==> src/sv/bpq_pkg.sv <==
// Shared types and field widths of the buffer pool queue manager.
package bpq_pkg;

    localparam int COMMAND_W    = 3;
    localparam int HANDLE_W     = 4;
    localparam int SLOT_W       = 4;
    localparam int ITEM_COUNT_W = 5;
    localparam int IN_DATA_W    = 8;
    localparam int OUT_DATA_W   = 8;

    localparam logic [ITEM_COUNT_W-1:0] ITEM_COUNT_RST = 5'd16;

    typedef enum logic [COMMAND_W-1:0] {
        CMD_INIT    = 3'd0,
        CMD_ALLOC   = 3'd1,
        CMD_COMMIT  = 3'd2,
        CMD_TAKE    = 3'd3,
        CMD_RELEASE = 3'd4,
        CMD_FLUSH   = 3'd5
    } cmd_t;

    typedef struct packed {
        logic                 wr_en;
        logic                 rd_en;
    } bpq_mem_ctl_t;

endpackage

==> src/sv/buffer_pool_queue_manager.sv <==
// Buffer pool queue manager: free list and commit queue over one link memory.
//
// One command is in work at a time; the next transfer is taken while the last
// result still waits on the output. Allocate, take, release, commit onto an
// empty queue and unknown codes finish in ST_EXEC; commit onto a non-empty queue
// adds a tail write in ST_COMMIT_TAIL, init writes a link per slot in ST_INIT_WALK,
// and flush moves slots via ST_FLUSH_WR and ST_FLUSH_RD. This follows from the
// link memory: one write port and one read port with registered read data, so
// each flush step is a read followed by a write. The link memory is not cleared
// at reset and needs no clearing pass; run init before allocating.
module buffer_pool_queue_manager #(
    parameter int POOL_SLOTS = 16
) (
    input  logic                                  clk,
    input  logic                                  rst_n,
    // cfg_data: item_count
    input  logic                                  cfg_valid,
    output logic                                  cfg_ready,
    input  logic [bpq_pkg::ITEM_COUNT_W-1:0]      cfg_data,
    input  logic                                  s_tvalid,
    output logic                                  s_tready,
    // s_tdata: [2:0] command, [6:3] handle, [7] zero
    input  logic [bpq_pkg::IN_DATA_W-1:0]         s_tdata,
    // s_tuser: handle_valid
    input  logic                                  s_tuser,
    output logic                                  m_tvalid,
    input  logic                                  m_tready,
    // m_tdata: [3:0] slot, [7:4] zero
    output logic [bpq_pkg::OUT_DATA_W-1:0]        m_tdata,
    // m_tuser: found
    output logic                                  m_tuser
);
    import bpq_pkg::*;

    localparam int IW = (POOL_SLOTS > 1) ? $clog2(POOL_SLOTS) : 1;
    localparam int LW = $clog2(POOL_SLOTS + 1);
    localparam logic [LW-1:0] NULL_LINK = LW'(POOL_SLOTS);

    typedef enum logic [2:0] {
        ST_IDLE,
        ST_EXEC,
        ST_INIT_WALK,
        ST_COMMIT_TAIL,
        ST_FLUSH_RD,
        ST_FLUSH_WR,
        ST_DONE
    } state_t;

    state_t                  state_reg, state_next;
    logic                    m_tvalid_reg, m_tvalid_next;
    logic [ITEM_COUNT_W-1:0] item_count_reg, item_count_next;
    logic [LW-1:0]           free_top_reg, free_top_next;
    logic [LW-1:0]           queue_first_reg, queue_first_next;
    logic [IW-1:0]           queue_last_reg, queue_last_next;

    cmd_t                    cmd_reg, cmd_next;
    logic                    hv_reg, hv_next;
    logic [IW-1:0]           h_reg, h_next;
    logic [IW-1:0]           cnt_reg, cnt_next;
    logic [IW-1:0]           last_reg, last_next;
    logic [LW-1:0]           fcnt_reg, fcnt_next;
    logic [SLOT_W-1:0]       res_slot_reg, res_slot_next;
    logic                    res_found_reg, res_found_next;
    logic [SLOT_W-1:0]       out_slot_reg, out_slot_next;
    logic                    out_found_reg, out_found_next;

    bpq_mem_ctl_t            mem_ctl;
    logic [IW-1:0]           wr_addr;
    logic [LW-1:0]           wr_data;
    logic [IW-1:0]           rd_addr;
    logic [LW-1:0]           rd_data;

    logic                    in_xfer;
    logic                    out_free;
    logic                    fin;
    logic [SLOT_W-1:0]       fin_slot;
    logic                    fin_found;
    cmd_t                    in_cmd;
    logic [HANDLE_W-1:0]     in_handle;
    logic [31:0]             count_sat;
    logic [LW+SLOT_W-1:0]    slot_wide;

    bpq_link_mem #(
        .DEPTH (POOL_SLOTS),
        .AW    (IW),
        .DW    (LW)
    ) u_link_mem (
        .clk     (clk),
        .ctl     (mem_ctl),
        .wr_addr (wr_addr),
        .wr_data (wr_data),
        .rd_addr (rd_addr),
        .rd_data (rd_data)
    );

    assign cfg_ready = 1'b1;
    assign s_tready  = (state_reg == ST_IDLE);
    assign in_xfer   = s_tvalid && s_tready;
    assign out_free  = !m_tvalid_reg || m_tready;
    assign in_cmd    = cmd_t'(s_tdata[COMMAND_W-1:0]);
    assign in_handle = s_tdata[COMMAND_W+HANDLE_W-1:COMMAND_W];

    assign m_tvalid = m_tvalid_reg;
    assign m_tdata  = {{(OUT_DATA_W-SLOT_W){1'b0}}, out_slot_reg};
    assign m_tuser  = out_found_reg;

    always_comb
    begin
        state_next       = state_reg;
        item_count_next  = item_count_reg;
        free_top_next    = free_top_reg;
        queue_first_next = queue_first_reg;
        queue_last_next  = queue_last_reg;
        cmd_next         = cmd_reg;
        hv_next          = hv_reg;
        h_next           = h_reg;
        cnt_next         = cnt_reg;
        last_next        = last_reg;
        fcnt_next        = fcnt_reg;
        mem_ctl          = '0;
        wr_addr          = '0;
        wr_data          = NULL_LINK;
        rd_addr          = '0;
        fin              = 1'b0;
        fin_slot         = '0;
        fin_found        = 1'b0;
        count_sat        = 32'(item_count_reg);
        slot_wide        = '0;

        if (cfg_valid && cfg_ready)
        begin
            item_count_next = cfg_data;
        end
        if (count_sat > 32'(POOL_SLOTS))
        begin
            count_sat = 32'(POOL_SLOTS);
        end

        case (state_reg)
            ST_IDLE:
            begin
                if (in_xfer)
                begin
                    cmd_next   = in_cmd;
                    h_next     = IW'(in_handle);
                    hv_next    = s_tuser && (32'(in_handle) < 32'(POOL_SLOTS));
                    state_next = ST_EXEC;
                    // prefetch the link behind the list head the command pops
                    if (in_cmd == CMD_ALLOC)
                    begin
                        rd_addr        = IW'(free_top_reg);
                        mem_ctl.rd_en  = (free_top_reg != NULL_LINK);
                    end
                    else
                    begin
                        rd_addr        = IW'(queue_first_reg);
                        mem_ctl.rd_en  = (queue_first_reg != NULL_LINK);
                    end
                end
            end
            ST_EXEC:
            begin
                case (cmd_reg)
                    CMD_INIT:
                    begin
                        queue_first_next = NULL_LINK;
                        queue_last_next  = '0;
                        cnt_next         = '0;
                        if (count_sat == 32'd0)
                        begin
                            free_top_next = NULL_LINK;
                            fin           = 1'b1;
                        end
                        else
                        begin
                            free_top_next = LW'(count_sat - 32'd1);
                            last_next     = IW'(count_sat - 32'd1);
                            state_next    = ST_INIT_WALK;
                        end
                    end
                    CMD_ALLOC:
                    begin
                        fin = 1'b1;
                        if (free_top_reg != NULL_LINK)
                        begin
                            mem_ctl.wr_en = 1'b1;
                            wr_addr       = IW'(free_top_reg);
                            wr_data       = NULL_LINK;
                            free_top_next = rd_data;
                            slot_wide     = (LW+SLOT_W)'(free_top_reg);
                            fin_slot      = slot_wide[SLOT_W-1:0];
                            fin_found     = 1'b1;
                        end
                    end
                    CMD_COMMIT:
                    begin
                        if (hv_reg)
                        begin
                            mem_ctl.wr_en   = 1'b1;
                            wr_addr         = h_reg;
                            wr_data         = NULL_LINK;
                            queue_last_next = h_reg;
                            if (queue_first_reg != NULL_LINK)
                            begin
                                // hold queue_last until the tail link is written
                                queue_last_next = queue_last_reg;
                                state_next      = ST_COMMIT_TAIL;
                            end
                            else
                            begin
                                queue_first_next = LW'(h_reg);
                                fin              = 1'b1;
                            end
                        end
                        else
                        begin
                            fin = 1'b1;
                        end
                    end
                    CMD_TAKE:
                    begin
                        fin = 1'b1;
                        if (queue_first_reg != NULL_LINK)
                        begin
                            queue_first_next = rd_data;
                            slot_wide        = (LW+SLOT_W)'(queue_first_reg);
                            fin_slot         = slot_wide[SLOT_W-1:0];
                            fin_found        = 1'b1;
                        end
                    end
                    CMD_RELEASE:
                    begin
                        fin = 1'b1;
                        if (hv_reg)
                        begin
                            mem_ctl.wr_en = 1'b1;
                            wr_addr       = h_reg;
                            wr_data       = free_top_reg;
                            free_top_next = LW'(h_reg);
                        end
                    end
                    CMD_FLUSH:
                    begin
                        fcnt_next  = '0;
                        state_next = ST_FLUSH_WR;
                    end
                    default:
                    begin
                        fin = 1'b1;
                    end
                endcase
            end
            ST_INIT_WALK:
            begin
                mem_ctl.wr_en = 1'b1;
                wr_addr       = cnt_reg;
                wr_data       = (cnt_reg == '0) ? NULL_LINK : (LW'(cnt_reg) - LW'(1));
                cnt_next      = cnt_reg + IW'(1);
                if (cnt_reg == last_reg)
                begin
                    fin = 1'b1;
                end
            end
            ST_COMMIT_TAIL:
            begin
                mem_ctl.wr_en   = 1'b1;
                wr_addr         = queue_last_reg;
                wr_data         = LW'(h_reg);
                queue_last_next = h_reg;
                fin             = 1'b1;
            end
            ST_FLUSH_RD:
            begin
                rd_addr       = IW'(queue_first_reg);
                mem_ctl.rd_en = (queue_first_reg != NULL_LINK);
                state_next    = ST_FLUSH_WR;
            end
            ST_FLUSH_WR:
            begin
                // move the queue head onto the free list, bounded by the pool size
                if ((queue_first_reg != NULL_LINK) && (fcnt_reg != NULL_LINK))
                begin
                    mem_ctl.wr_en    = 1'b1;
                    wr_addr          = IW'(queue_first_reg);
                    wr_data          = free_top_reg;
                    free_top_next    = queue_first_reg;
                    queue_first_next = rd_data;
                    fcnt_next        = fcnt_reg + LW'(1);
                    state_next       = ST_FLUSH_RD;
                end
                else
                begin
                    queue_first_next = NULL_LINK;
                    fin              = 1'b1;
                end
            end
            ST_DONE:
            begin
                if (out_free)
                begin
                    state_next = ST_IDLE;
                end
            end
            default:
            begin
                state_next = ST_IDLE;
            end
        endcase

        if (fin)
        begin
            state_next = out_free ? ST_IDLE : ST_DONE;
        end
    end

    // result path: finished command goes straight out when the output is free
    always_comb
    begin
        res_slot_next  = res_slot_reg;
        res_found_next = res_found_reg;
        out_slot_next  = out_slot_reg;
        out_found_next = out_found_reg;
        m_tvalid_next  = m_tvalid_reg && !m_tready;

        if (fin)
        begin
            res_slot_next  = fin_slot;
            res_found_next = fin_found;
            if (out_free)
            begin
                out_slot_next  = fin_slot;
                out_found_next = fin_found;
                m_tvalid_next  = 1'b1;
            end
        end
        else if ((state_reg == ST_DONE) && out_free)
        begin
            out_slot_next  = res_slot_reg;
            out_found_next = res_found_reg;
            m_tvalid_next  = 1'b1;
        end
    end

    always_ff @(posedge clk or negedge rst_n)
    begin
        if (!rst_n)
        begin
            state_reg       <= ST_IDLE;
            m_tvalid_reg    <= 1'b0;
            item_count_reg  <= ITEM_COUNT_RST;
            free_top_reg    <= NULL_LINK;
            queue_first_reg <= NULL_LINK;
            queue_last_reg  <= '0;
        end
        else
        begin
            state_reg       <= state_next;
            m_tvalid_reg    <= m_tvalid_next;
            item_count_reg  <= item_count_next;
            free_top_reg    <= free_top_next;
            queue_first_reg <= queue_first_next;
            queue_last_reg  <= queue_last_next;
        end
    end

    always_ff @(posedge clk)
    begin
        cmd_reg       <= cmd_next;
        hv_reg        <= hv_next;
        h_reg         <= h_next;
        cnt_reg       <= cnt_next;
        last_reg      <= last_next;
        fcnt_reg      <= fcnt_next;
        res_slot_reg  <= res_slot_next;
        res_found_reg <= res_found_next;
        out_slot_reg  <= out_slot_next;
        out_found_reg <= out_found_next;
    end

endmodule

==> src/sv/bpq_link_mem.sv <==
// Single-port-write, single-port-read link memory with registered read data.
module bpq_link_mem #(
    parameter int DEPTH = 16,
    parameter int AW    = 4,
    parameter int DW    = 5
) (
    input  logic                     clk,
    input  bpq_pkg::bpq_mem_ctl_t    ctl,
    input  logic [AW-1:0]            wr_addr,
    input  logic [DW-1:0]            wr_data,
    input  logic [AW-1:0]            rd_addr,
    output logic [DW-1:0]            rd_data
);
    import bpq_pkg::*;

    logic [DW-1:0] mem [DEPTH];
    logic [DW-1:0] rd_data_reg;

    always_ff @(posedge clk)
    begin
        if (ctl.wr_en)
        begin
            mem[wr_addr] <= wr_data;
        end
        if (ctl.rd_en)
        begin
            rd_data_reg <= mem[rd_addr];
        end
    end

    assign rd_data = rd_data_reg;

endmodule
==> config.mk <==
export PLATFORM = sky130hd
export DESIGN_NAME = buffer_pool_queue_manager
export DESIGN_NICKNAME = d
export VERILOG_FILES = /design/src/sv/bpq_pkg.sv /design/src/sv/buffer_pool_queue_manager.sv /design/src/sv/bpq_link_mem.sv
export SDC_FILE = /design/constraint.sdc
export NUM_CORES = 1
export LEC_CHECK = 0
export ABC_AREA = 1
export BUFFER_PORTS_ARGS = -buffer_cell sky130_fd_sc_hd__buf_2
export CORE_MARGIN = 1.5
export CORE_UTILIZATION = 45
export CTS_BUF_LIST = sky130_fd_sc_hd__clkbuf_8
export DETAILED_ROUTE_END_ITERATION = 8
export SYNTH_ARGS = -nofsm -noshare
export SYNTH_HDL_FRONTEND = slang
export SYNTH_HIERARCHICAL = 1
export SYNTH_SLANG_ARGS = --single-unit
==> constraint.sdc <==
create_clock -name clk -period 5.2 [get_ports clk]
set_clock_uncertainty 0.2 [all_clocks]
set_input_delay 0.78 -clock clk [delete_from_list [all_inputs] [get_ports clk]]
set_output_delay 0.78 -clock clk [all_outputs]
set_load 0.01 [all_outputs]
**Word-level counts from Yosys, hierarchy flattened**

Memory sizes are Yosys's and may differ from the RTL's. A register that Yosys moved wholly into a read port is not among the register bits.
Cells that the tools add are included.

- Memory bits (read-only): 0
- Memories kept: 1
- Memory bits (writable): 80
- Bits in registers: 54
- Output and inout bits: 12
- Bits in latches: 0

Memories:

| name | depth | bits a word | read ports | clocked after memory_dff | write ports | line | text |
|---|---|---|---|---|---|---|---|
| u_link_mem.mem | 16 | 5 | 1 | 1 | 1 | bpq_link_mem.sv:16 | `logic [DW-1:0] mem [DEPTH];` |

- Bitwise operators: 1
- Equal/unequal tests: 36
- Muxes and demuxes: 77
- Multipliers: 0
- Div/mod/pow operators: 0
- Shifts and indexed selects: 0
- $lt $le $gt $ge: 1
- Add/subtract/negate cells: 4
- Reduce and logical (&&, ||, !) cells: 26

Operators by type and width:

| kind | number |
|---|---|
| 5-bit two-way mux | 15 |
| 4-bit two-way mux | 13 |
| 4-bit one-hot mux with 2 select lines | 6 |
| 32-bit zero test | 1 |
| 5-bit one-hot mux with 2 select lines | 3 |
| 5-bit one-hot mux with 3 select lines | 2 |
| 3-bit two-way mux | 8 |
| 3-bit != test (second input constant) | 7 |
| 1-bit two-way mux | 20 |
| 5-bit one-hot mux with 4 select lines | 1 |
| 3-bit one-hot mux with 6 select lines | 1 |
| 4-bit one-hot mux with 4 select lines | 1 |
| 3-bit == test (second input constant) | 5 |
| 5-bit != test (second input constant) | 3 |
| 3-bit by 2-bit == test with 1-bit output (second input constant) | 4 |
| 4-bit != test (second input constant) | 3 |
| 5-bit AND reduction | 2 |
| 3-bit by 1-bit == test with 1-bit output (second input constant) | 3 |
| 3-bit one-hot mux with 3 select lines | 1 |
| 8-bit AND reduction | 1 |
| 2-bit nonzero test | 4 |
| 3-bit zero test | 2 |
| 2-bit by 1-bit != test with 1-bit output (second input constant) | 3 |
| 3-bit by 1-bit != test with 1-bit output (second input constant) | 2 |
| 22 further kinds | 34 |

**Longest topological paths before layout**

- Depth after elaboration: 8
- Gate-level depth with buffers: 16

**By module**

The synthesis kept the hierarchy.

Modules (own cells, without submodules):

| module | cells each | sequential area each (µm²) | times used | area an instance (µm²) |
|---|---|---|---|---|
| bpq_link_mem | 355 | 2,552.4 | 1 | 3,783.6 |
| buffer_pool_queue_manager | 433 | 1,510.2 | 1 | 3,350.7 |

**Worst setup path before layout**

No wires, ideal clock.

- Path type: in2reg
- Start point: input port s_tvalid
- End point: register u_link_mem.rd_data_reg[0] (netlist: u_link_mem/rd_data[0]), read port of u_link_mem.mem (data pin)
- Data required time: 4.746 ns
- Arrival time: 2.665 ns
- Buffers on the path: 2
- Path slack: 2.082 ns
- Cell stages on the path: 13
- Library setup time: 0.254 ns
- Cells stage by stage: inv_1 nor3_1 a21oi_1 o22ai_1 buf_6 inv_8 buf_12 nand2_2 nand2_1 nand2_1 nand3_1 nand3_1 nand2_1

- Longest elaborated chain between the ends: 3
- Elaborated cells on any way between the ends: 5

RTL lines:

| item | line | text |
|---|---|---|
| start: declaration | buffer_pool_queue_manager.sv:20 | `input logic s_tvalid,` |
| 1-bit logical AND | buffer_pool_queue_manager.sv:98 | `assign in_xfer = s_tvalid && s_tready;` |
| 4-bit two-way mux | buffer_pool_queue_manager.sv:142 | `if (in_xfer)` |
| 4-bit one-hot mux with 2 select lines | buffer_pool_queue_manager.sv:139 | `case (state_reg)` |
| named net rd_addr[0] | buffer_pool_queue_manager.sv:70 | `logic [IW-1:0] rd_addr;` |
| end: declaration | bpq_link_mem.sv:17 | `logic [DW-1:0] rd_data_reg;` |

The timed path passes the listed nets, and every way through them passes these cells.
A chain may end at the register's enable or synchronous reset.

**Worst setup path in the final report**

- Start point: register state_reg[1]
- End point: register u_link_mem.rd_data_reg[0] (netlist: u_link_mem/rd_data[0]), read port of u_link_mem.mem (data pin)

- Longest elaborated chain between the ends: 4
- Elaborated cells on any way between the ends: 7

RTL lines:

| item | line | text |
|---|---|---|
| start: declaration | buffer_pool_queue_manager.sv:49 | `state_t state_reg, state_next;` |
| start signal: assignment | buffer_pool_queue_manager.sv:357 | `state_reg <= state_next;` |
| 3-bit zero test | buffer_pool_queue_manager.sv:97, buffer_pool_queue_manager.sv:139 |  |
| 1-bit logical AND | buffer_pool_queue_manager.sv:98 |  |
| 4-bit two-way mux | buffer_pool_queue_manager.sv:142 |  |
| 4-bit one-hot mux with 2 select lines * | buffer_pool_queue_manager.sv:139 |  |
| named net rd_addr[0] | buffer_pool_queue_manager.sv:70 |  |

The timed path passes the listed nets; every way through them passes the cells marked *.

==> results.md <==
* Hold Path Class: input port to asynchronous set/reset pin
* First-pass GRT wire length at 26300 um
* Synth warnings at 6
* Seq pwr share at 0.410
* Pwr Total at 4.16 mW
* CP Max Fanout at 25
* Setup ws final at 2000 ps
* Overall global routing resource usage at 0.216
* Hpwl dp at 11800 um
* Initial DRC Count at 456
* Avg Cell Area, Syn at 9.05 um2
* Setup Fix Bufs, Post-CTS at 0
* Max cap viols at 0
* FP Rows at 45
* Yosys cell types at 43
* CP Data Required Time at 5210 ps
* Top cells by area, synth: edfxtp_1 49%, nand2_1 11%, dfrtp_1 7.0%
* Clk buf depth at 2
* Seq cells post-synth at 139
* I/O pin count at 31
* Clk sink count at 139
* CTS resizes at 0
* Period utilization at 0.616
* Non-Filler Instances at 1037
* Yosys top cell area share at 0.488
* Critical path class: register to register
* Switching pwr at 1.73 mW
* Htree depth at 4
* CTS Root Cell: clkbuf_8
* Fin util at 0.510
* Final hold violation count at 0
* Worst path cell trace: inv_1 -> nand2_1 -> nor3_2 -> buf_4 -> nand2_1 -> o22ai_2 -> buf_4 -> nand2_1 -> nand3_1 -> nand3_1 -> nand3_1 -> nand2_1
* Clock power frac at 0.219
* DR pass1 iterations at 5
* Final wirelength at 16900 um
* Net Sw Frac at 0.415
* Placer Congestion at 0.945
* Total number of vias at 5318
* Diodes inserted at 0
* Die Footprint at 0.0166 mm2
* Port bufs at 24
* Grt total ovfl at 0
* Worst Tran Pin Value at 1060 ps
* Final critical-path required period at 3200 ps
* CP peak stage delay at 580 ps
* Initial antenna violation count at 0
* CTS Buf Count at 17
* FILL cells at 1459
* DRT antenna net count at 0
* Post-synthesis cell count at 788
* Final net count at 838
* RSZ-0062 raised after global routing: no
* Clock slew at reported path FFs at 80 ps
* Max Freq at 312 MHz
* Die Wd at 129 um
* Cell area after synthesis at 0.00713 mm2
* Internal power at 2.44 mW
* Max-slew violations at 0
* Critical Path Source Type: register
* Top cell by count, worst path: nand2_1
* Final setup vio count at 0
* Core area at 0.0153 mm2
* Biggest register: u_link_mem/mem
* Seq/Total Area, Yosys at 0.569
* Latest clock arrival within the worst-skew pair at 460 ps
* Setup WS pre-CTS at 1740 ps
* Initial core utilization at 0.466
* VDD IR max at 0.238 mV
* Leak pwr at 3.41 nW
* Area leader, netlist: edfxtp_1
* Inst Count DP at 1005
* Setup TNS at 0 ps
* Share of layout cells above drive strength 1 at 0.174
* Drc violations at 0
* WP data arrival at 3210 ps
* Placed cell area at 0.00739 mm2
* Largest net degree at the start of global routing at 41
* Vias in the first global route at 5019
* Final hold slack at 113 ps
* Outcome: finished clean
* Slowest CP cell: o22ai_2
* Wire per inst at 16.3 um
* Post-route design area at 0.00780 mm2
* Vert. Die Dim at 129 um
* Gate power share at 0.371
* CP Capture Type: register
* Slew headroom at 0.296
* Vias/cell at 5.13
* # hold bufs at CTS at 0
* TritonCTS clock tree: built
* Pwr dens at 533 mW/mm2
* Number of flip-flops in the largest register at 80
* Layout area overhead at 9.40%
cells in the final DEF (no fill, tap or decap), drive strengths merged:
cell type / netlist / layout
ha: 6 / 6
mux2: 1 / 1
o31ai: 1 / 1
nand3b: 4 / 4
inv: 130 / 138
nand3: 96 / 96
clkinv: 0 / 4
nand2: 239 / 239
a21oi: 8 / 8
xor2: 2 / 2
clkinvlp: 0 / 1
conb: 2 / 5
clkbuf: 2 / 17
o22ai: 14 / 14
o21a: 4 / 4
dfstp: 3 / 3
xnor2: 4 / 4
and2: 1 / 1
nor3b: 1 / 1
o221ai: 4 / 4
o2111ai: 4 / 4
bufinv: 0 / 2
nand4: 3 / 3
a22oi: 1 / 1
o21ai: 32 / 32
o211ai: 1 / 1
a221oi: 1 / 1
edfxtp: 116 / 116
nor3: 6 / 6
a31oi: 1 / 1
nor2: 57 / 57
buf: 24 / 29
dfrtp: 20 / 20
final timing paths:
path                                         endpoint              start  cells after the start  slack (ps)
worst max-delay path            u_link_mem/rd_data[0]       state_reg[1]                     12        2000
worst min-delay path                item_count_reg[0]              rst_n                      1         110
worst max register to register  u_link_mem/rd_data[0]       state_reg[1]                     12        2000
worst min register to register      queue_last_reg[2]  queue_last_reg[2]                      2         310
max in group asynchronous                    m_tvalid              rst_n                      1        4280
min in group clk                             h_reg[1]         s_tdata[4]                      1         290
power by group through the flow:
stage	Combinational, mW	Clock, mW	Sequential, mW
after floorplan	1.13	0	1.68
after global placement	1.50	0	1.72
after detailed placement	1.53	0	1.73
after CTS	1.54	0.935	1.71
after global routing	1.70	0.985	1.73
final	1.55	0.911	1.71
cell families after synthesis:
family,count (synthesis),share of synthesized area
adders and majority gates,6,0.0105
DFF,139,0.569
xor gates and xnor gates,6,0.00737
and+or+nand+nor,407,0.250
muxes,1,0.00158
AOI/OAI and AO/OA,71,0.0610
buffers and inverters,156,0.0991
other,2,0.00105
critical path: cells and delay by family (launching register included):
family	cells	cell delay, ps
and+or+nand+nor	8	860
DFF	1	500
buffers and inverters	3	800
AOI/OAI and AO/OA	1	580
routing by layer:
layer | routed length (um) | track usage
met1 | 7830 | 0.307
met2 | 7540 | 0.327
met3 | 1220 | 0.0445
met4 | 269 | 0.0787
met5 | 0 | 0
final cells by class:
| cell class | instances | area [um2] | area share |
|---|---|---|---|
| flip-flops and latches | 139 | 4060 | 0.521 |
| multi-input cells | 496 | 2410 | 0.309 |
| clock buffers | 17 | 234 | 0.0300 |
| clock inverters | 15 | 179 | 0.0229 |
| inverters | 130 | 495 | 0.0635 |
| well taps | 211 | 264 | 0.0338 |
| repair buffers | 29 | 158 | 0.0202 |
cells in the mapped netlist (all sizes together):
master	n
nand2	239
dfrtp	20
ha	6
mux2	1
a31oi	1
clkbuf	2
a221oi	1
o2111ai	4
edfxtp	116
xor2	2
nand3	96
o21ai	32
xnor2	4
nor2	57
inv	130
nor3	6
a21oi	8
nor3b	1
conb	2
o211ai	1
dfstp	3
buf	24
and2	1
nand4	3
o22ai	14
o221ai	4
o21a	4
o31ai	1
a22oi	1
nand3b	4
(Power assumes the default switching activity.)
